**src/rtl/core/kts_pkg.sv**
```systemverilog
package kts_pkg;

	localparam logic CMD_LOAD   = 1'b0;
	localparam logic CMD_SAMPLE = 1'b1;

	// quotient clamp before the final add
	localparam logic [63:0] QUOT_LIMIT = 64'h0000_0100_0000_0000;

	typedef struct packed {
		logic               cmd;
		logic [5:0]         key_slot;
		logic [31:0]        key_time;
		logic signed [31:0] key_x;
		logic signed [31:0] key_y;
		logic signed [31:0] key_z;
		logic [31:0]        sample_time;
	} item_t;

	typedef struct packed {
		logic signed [31:0] out_x;
		logic signed [31:0] out_y;
		logic signed [31:0] out_z;
		logic [5:0]         segment;
		logic               zero_span;
	} result_t;

	typedef struct packed {
		logic               start;
		logic               neg;
		logic [31:0]        a;
		logic [31:0]        b;
		logic [31:0]        d;
		logic signed [31:0] s;
	} lane_req_t;

endpackage

```
**src/rtl/core/kts_lane.sv**
```systemverilog
module kts_lane (
	input  logic               clk,
	input  logic               arst_n,
	input  kts_pkg::lane_req_t req,
	output logic               done,
	output logic signed [31:0] res
);

	localparam logic [1:0] PH_IDLE = 2'd0;
	localparam logic [1:0] PH_MUL  = 2'd1;
	localparam logic [1:0] PH_DIV  = 2'd2;
	localparam logic [1:0] PH_FIN  = 2'd3;

	logic [1:0]         phase_q;
	logic [5:0]         cnt_q;
	logic [31:0]        a_q, b_q, d_q;
	logic               neg_q;
	logic signed [31:0] s_q;
	logic [63:0]        dq_q;
	logic [31:0]        rem_q;
	logic               done_q;
	logic signed [31:0] res_q;

	logic [32:0]        trial;
	logic               fits;
	logic [63:0]        qc;
	logic signed [41:0] sum;

	always_comb begin
		trial = {rem_q, dq_q[63]};
		fits  = trial >= {1'b0, d_q};
		qc    = (dq_q > kts_pkg::QUOT_LIMIT) ? kts_pkg::QUOT_LIMIT : dq_q;
		if (neg_q) begin
			sum = 42'(s_q) - $signed({1'b0, qc[40:0]});
		end else begin
			sum = 42'(s_q) + $signed({1'b0, qc[40:0]});
		end
	end

	always_ff @(posedge clk or negedge arst_n) begin
		if (!arst_n) begin
			phase_q <= PH_IDLE;
			done_q  <= 1'b0;
		end else begin
			done_q <= 1'b0;
			case (phase_q)
				PH_IDLE: begin
					if (req.start) phase_q <= PH_MUL;
				end
				PH_MUL: phase_q <= PH_DIV;
				PH_DIV: begin
					if (cnt_q == 6'd63) phase_q <= PH_FIN;
				end
				PH_FIN: begin
					done_q  <= 1'b1;
					phase_q <= PH_IDLE;
				end
				default: phase_q <= PH_IDLE;
			endcase
		end
	end

	always_ff @(posedge clk) begin
		case (phase_q)
			PH_IDLE: begin
				a_q   <= req.a;
				b_q   <= req.b;
				d_q   <= req.d;
				neg_q <= req.neg;
				s_q   <= req.s;
			end
			PH_MUL: begin
				dq_q  <= 64'(a_q) * 64'(b_q);
				rem_q <= '0;
				cnt_q <= '0;
			end
			PH_DIV: begin
				// shift one dividend bit in, one quotient bit out
				if (fits) begin
					rem_q <= 32'(trial - {1'b0, d_q});
				end else begin
					rem_q <= trial[31:0];
				end
				dq_q  <= {dq_q[62:0], fits};
				cnt_q <= cnt_q + 6'd1;
			end
			PH_FIN: begin
				if (sum > 42'sd2147483647) begin
					res_q <= 32'sh7FFF_FFFF;
				end else if (sum < -42'sd2147483648) begin
					res_q <= 32'sh8000_0000;
				end else begin
					res_q <= sum[31:0];
				end
			end
			default: ;
		endcase
	end

	assign done = done_q;
	assign res  = res_q;

endmodule

```
**config.mk**
```make
export PLATFORM = sky130hd
export DESIGN_NAME = kts_lane
export DESIGN_NICKNAME = d
export VERILOG_FILES = /design/src/rtl/core/kts_pkg.sv /design/src/rtl/core/kts_lane.sv
export SDC_FILE = /design/constraint.sdc
export NUM_CORES = 2
export LEC_CHECK = 0
export BUFFER_PORTS_ARGS = -buffer_cell sky130_fd_sc_hd__buf_2
export CORE_AREA = 2 2 348 350
export DETAILED_ROUTE_END_ITERATION = 7
export DIE_AREA = 0 0 350 352
export RECOVER_POWER = 100
export SYNTH_ARGS = -nofsm -noshare
export SYNTH_HDL_FRONTEND = slang
export SYNTH_SLANG_ARGS = --single-unit
```
**constraint.sdc**
```tcl
create_clock -name clk -period 8.9 [get_ports clk]
set_clock_uncertainty 0.2 [all_clocks]
set_input_delay 1.78 -clock clk [delete_from_list [all_inputs] [get_ports clk]]
set_output_delay 1.78 -clock clk [all_outputs]
set_load 0.02 [all_outputs]
```
---- After elaboration in Yosys (flattened, before gate mapping) ----
Index checks and enable logic that the tools add are counted.
operators by class
  add/subtract/negate cells ............... 4
  multiply operators ...................... 1
  order comparisons ....................... 4
  eq/ne operators ......................... 6
  multiplexer cells ....................... 11
  reductions and logical operators ........ 3
operators with widths
  cell                  count
  $pmux 64 s2           1
  $gt 64x41->1 const B  1
  $mul 32x32->64        1
  $mux 32               2
  $pmux 32 s2           1
  $add 32x42->42        1
  $gt 42x32->1 const B  1
  $lt 42x32->1 const B  1
  $mux 42               1
  $sub 32x42->42        1
  $mux 41               1
  $ge 33x32->1          1
  $sub 32x32->32        1
  $pmux 6 s2            1
  $pmux 2 s4            1
  $add 6x1->6 const B   1
  $eq 6x6->1 const B    1
  $eq 2x2->1 const B    2
  $mux 2                2
  $ne 2x2->1 const B    2
  $eq 2x1->1 const B    1
  $logic_not 2->1       1
  $reduce_and 2->1      1
  $reduce_bool 2->1     1
  $mux 1                1
storage, ports and cells
  register bits ........................... 266
  input port bits ......................... 132
  output and inout port bits .............. 33
  logic and storage cells ................. 40

---- Depth between registers and ports, before layout ----
  depth after elaboration ................. 6
  depth in mapped cells ................... 29
  mapped depth without buffers ............ 26

---- Worst setup path after synthesis ----
OpenSTA, ideal clock, no wires.
  kind .................................... register to register
  start point ............................. register b_q[2]
  end point ............................... register dq_q[61] (data pin)
  setup time .............................. 0.256 ns
  arrival time ............................ 7.166 ns
  data required time ...................... 8.444 ns
  path slack .............................. 1.278 ns
  stages on the path, launching flop included .. 25
  path buffers ............................ 1
  clock period less this slack ............ 7.622 ns
  cell sequence ........................... edfxtp_1 > clkbuf_1 > nand2_1 > fa_1 > inv_1 > fa_1 > inv_1 > fa_1 > fa_1 > inv_1 > fa_1 > fa_1 > fa_1 > fa_1 > ha_1 > a21oi_1 > o21ai_0 > a2111oi_0 > nor3_1 > a211oi_1 > nand3_1 > a31oi_1 > a21oi_1 > or3_1 > a31o_2
between the ends
  longest elaborated chain between the ends .. 2
RTL lines
  what                    line            text
  start, declared         kts_lane.sv:16  logic [31:0] a_q, b_q, d_q;
  start signal, assigned  kts_lane.sv:67  b_q <= req.b;
  $mul 32x32->64          kts_lane.sv:73  dq_q <= 64'(a_q) * 64'(b_q);
  $pmux 64 s2             kts_lane.sv:64  case (phase_q)
  end signal, assigned    kts_lane.sv:73
  end signal, assigned    kts_lane.sv:84  dq_q <= {dq_q[62:0], fits};
  end, declared           kts_lane.sv:19  logic [63:0] dq_q;
Every way passes these cells.
A chain may end at the register's enable or synchronous reset.

---- Worst setup path in the final report ----
  start point ............................. register a_q[8]
  end point ............................... register dq_q[61] (data pin)
between the ends
  longest elaborated chain between the ends .. 2
RTL lines
  what                    line            text
  start, declared         kts_lane.sv:16
  start signal, assigned  kts_lane.sv:66  a_q <= req.a;
  $mul 32x32->64          kts_lane.sv:73
  $pmux 64 s2             kts_lane.sv:64
Every way passes these cells.

==> out/results.txt <==
maximum capacitance violations: 8
Final Slew Violations: 391
min Tclk post-route: 8524 ps
CP Cell Sequence: buf_4 > nand2_1 > fa_1 > fa_1 > inv_1 > fa_1 > inv_1 > fa_1 > inv_1 > fa_1 > fa_1 > fa_1 > fa_1 > ha_1 > a21o_1 > a2111oi_0 > nor3_1 > a211oi_1 > nand3_1 > a31oi_1 > a21oi_1 > or3_1 > a31o_2
FILL cells: 11710
#FFs+latches synth: 266
maximum fanout along the worst path: 18
Reg2Reg Setup Slack: 380 ps
synth unique cells: 80
measured slew at the worst slew-check pin: 4431 ps
critical path type: reg2reg
CP max-delay cell: edfxtp_1
gr usage total: 0.2103
vias in the first global route: 36870
Detailed Route Iter0 Violations: 2225
DR pass1 iterations: 5
WL per Instance: 18.67 um
CTS Root Cell: clkbuf_16
cts bufs inserted: 39
RSZ-0062 raised after global routing: false
Mean Syn Cell Area: 9.395 um2
predominant post-synthesis flop cell: edfxtp_1
layout cell share with drive strength beyond 1: 0.05845
grt total ovfl: 0
Slew HR: -1.954
final net count: 6491
I/O pin cnt: 165
Final Hold Viols: 0
CTS tree: done
Worst Setup End Kind: register
Via density: 5.151
crit share post-route: 0.9577
final setup fails: 0
Crit path required time: 9040 ps
Clock Latency Late Sink: 610 ps
DRC violations left: 0
largest area contributor in the netlist: fa_1
post-synth top area share: 0.3790
number of port buffers: 164
Syn Inst Count: 5049
CP dominant cell by count: fa_1
Hold Crit Class: reg2reg
DRT Wirelength: 126.3 mm
CTS max path bufs: 3
CP Launch Type: register
Die W: 350 um
PnR worst setup slack: 376.2 ps
die height: 352 um
HPWL after DPL: 104.5 mm
Starting Density: 0.3975
Setup TNS Final: 0 ps
htree depth: 2
sequential cell area fraction in the yosys report: 0.1681
die area: 123200 um2
CTS Hold Buffers Added: 0
status: finished with violations
clk sinks: 266
Hold Slack: 360.3 ps
largest net degree at the start of global routing: 71
dpl ws: 453.8 ps
Ys Warns: 0
global-route wire length before repair: 204.0 mm
biggest cell delay along the critical path: 770 ps
syn_nets: 6421
Placer Congestion: 0.8910
EDFF count, synth: 263
Core ar.: 119300 um2
routed vias: 34840
CP arrival: 8670 ps
Async SR Flop Fraction: 0.01128
row count: 127
antenna violation net count after detailed routing: 0
FMAX: 117.3 MHz
initial antenna violation count: 4
synthesized cell area: 47440 um2
top cells by area, synth: fa_1 (38%), edfxtp_1 (17%), ha_1 (9.0%), inv_1 (7.5%), nand2_1 (6.5%)
P&R area growth vs syn: 8.781%
failing checks: max-capacitance violations, max-slew violations
CTS clk-pin slew, worst paths: 60 ps
-- stage by stage --
stage	instances	utilization	area (um2)
CTS	6754	0.4330	51670
finish	6763	0.4324	51600
floorplan	5049	-	47440
global route	6762	0.4324	51600
detailed placement	6682	0.4210	50230
global placement	6682	0.4210	50230
-- Yosys cell counts, drive strengths merged (7+ instances only) --
| cell type | instances |
|---|---|
| a211oi | 20 |
| a21boi | 14 |
| a21o | 72 |
| a21oi | 172 |
| a311oi | 7 |
| a31o | 11 |
| a31oi | 30 |
| and2 | 424 |
| and3 | 22 |
| buf | 17 |
| clkbuf | 243 |
| edfxtp | 263 |
| fa | 898 |
| ha | 342 |
| inv | 949 |
| nand2 | 817 |
| nand2b | 16 |
| nand3 | 51 |
| nand4 | 24 |
| nor2 | 113 |
| nor2b | 13 |
| nor3 | 38 |
| nor4 | 22 |
| o2111ai | 7 |
| o211ai | 7 |
| o21a | 22 |
| o21ai | 159 |
| o21bai | 16 |
| o31ai | 9 |
| or3 | 20 |
| xnor2 | 63 |
| xor2 | 63 |
-- registers in the layout, summed over array words and instances (netlist names) --
name	flops
rem_q	32
neg_q	1
dq_q	64
s_q	32
d_q	32
res	32
cnt_q	6
phase_q	2
a_q	32
b_q	32
done	1
-- metal layers --
| layer | wire, um | share of wire | global-route usage |
|---|---|---|---|
| met1 | 52490 | 0.42 | 0.2715 |
| met2 | 64170 | 0.51 | 0.3675 |
| met3 | 5088 | 0.040 | 0.02186 |
| met4 | 4477 | 0.035 | 0.06897 |
| met5 | 26 | 0.00021 | 0 |
-- logic make-up after synthesis --
family	after synthesis	share of synthesized area
and+or+nand+nor	1594	0.1607
AOI/OAI and AO/OA	603	0.08034
muxes	10	0.002268
xor gates and xnor gates	126	0.02326
DFF	266	0.1681
buffers and inverters	1210	0.09612
adders and majority gates	1240	0.4692
-- area by class of cell --
cell class / count / area [um2] / area share
Inverter: 950 / 3566 / 0.06911
Antenna cell: 1 / 2.502 / 0.00004850
Clock inverter: 28 / 416.7 / 0.008075
Sequential cell: 266 / 7973 / 0.1545
Clock buffer: 44 / 1016 / 0.01969
Tap cell: 1612 / 2017 / 0.03909
Timing Repair Buffer: 289 / 1685 / 0.03266
Multi-Input combinational cell: 3573 / 34920 / 0.6768
-- final timing paths --
kind / start / end / cells past startpoint
min in group asynchronous: arst_n / done$_DFF_PN0_ / 1
worst max-delay path: a_q[8]$_DFFE_PN_ / dq_q[61]$_DFFE_PP_ / 23
worst max register to register: a_q[8]$_DFFE_PN_ / dq_q[61]$_DFFE_PP_ / 23
worst min register to register: dq_q[52]$_DFFE_PP_ / dq_q[53]$_DFFE_PP_ / 2
worst min-delay path: dq_q[52]$_DFFE_PP_ / dq_q[53]$_DFFE_PP_ / 2
max in group asynchronous: arst_n / phase_q[1]$_DFFE_PN0P_ / 1
-- repair_timing --
action | CTS | global route
buffers inserted | 0 | 8
endpoints found under the hold margin | 0 | 0
gates resized for setup | 0 | 1
endpoints found under the setup margin | 0 | 2
-- critical path, delay by kind of cell, from the launching register on --
family / cells / cell delay, ps
AOI/OAI and AO/OA: 6 / 1650
buffers and inverters: 4 / 530
adders and majority gates: 9 / 4270
DFF: 1 / 770
and+or+nand+nor: 4 / 840
-- cells in the final DEF (no fill, tap or decap), types with 84 or more instances in the layout --
cell type,instances
fa_1,898
nor2_1,111
nand2_1,817
o21ai_0,135
buf_2,95
and2_1,421
clkbuf_1,84
inv_1,949
buf_4,108
ha_1,341
edfxtp_1,263
a21oi_1,172
Power is not shown: default switching activity piles up to over one toggle a cycle in this logic, so the estimate is an artifact.
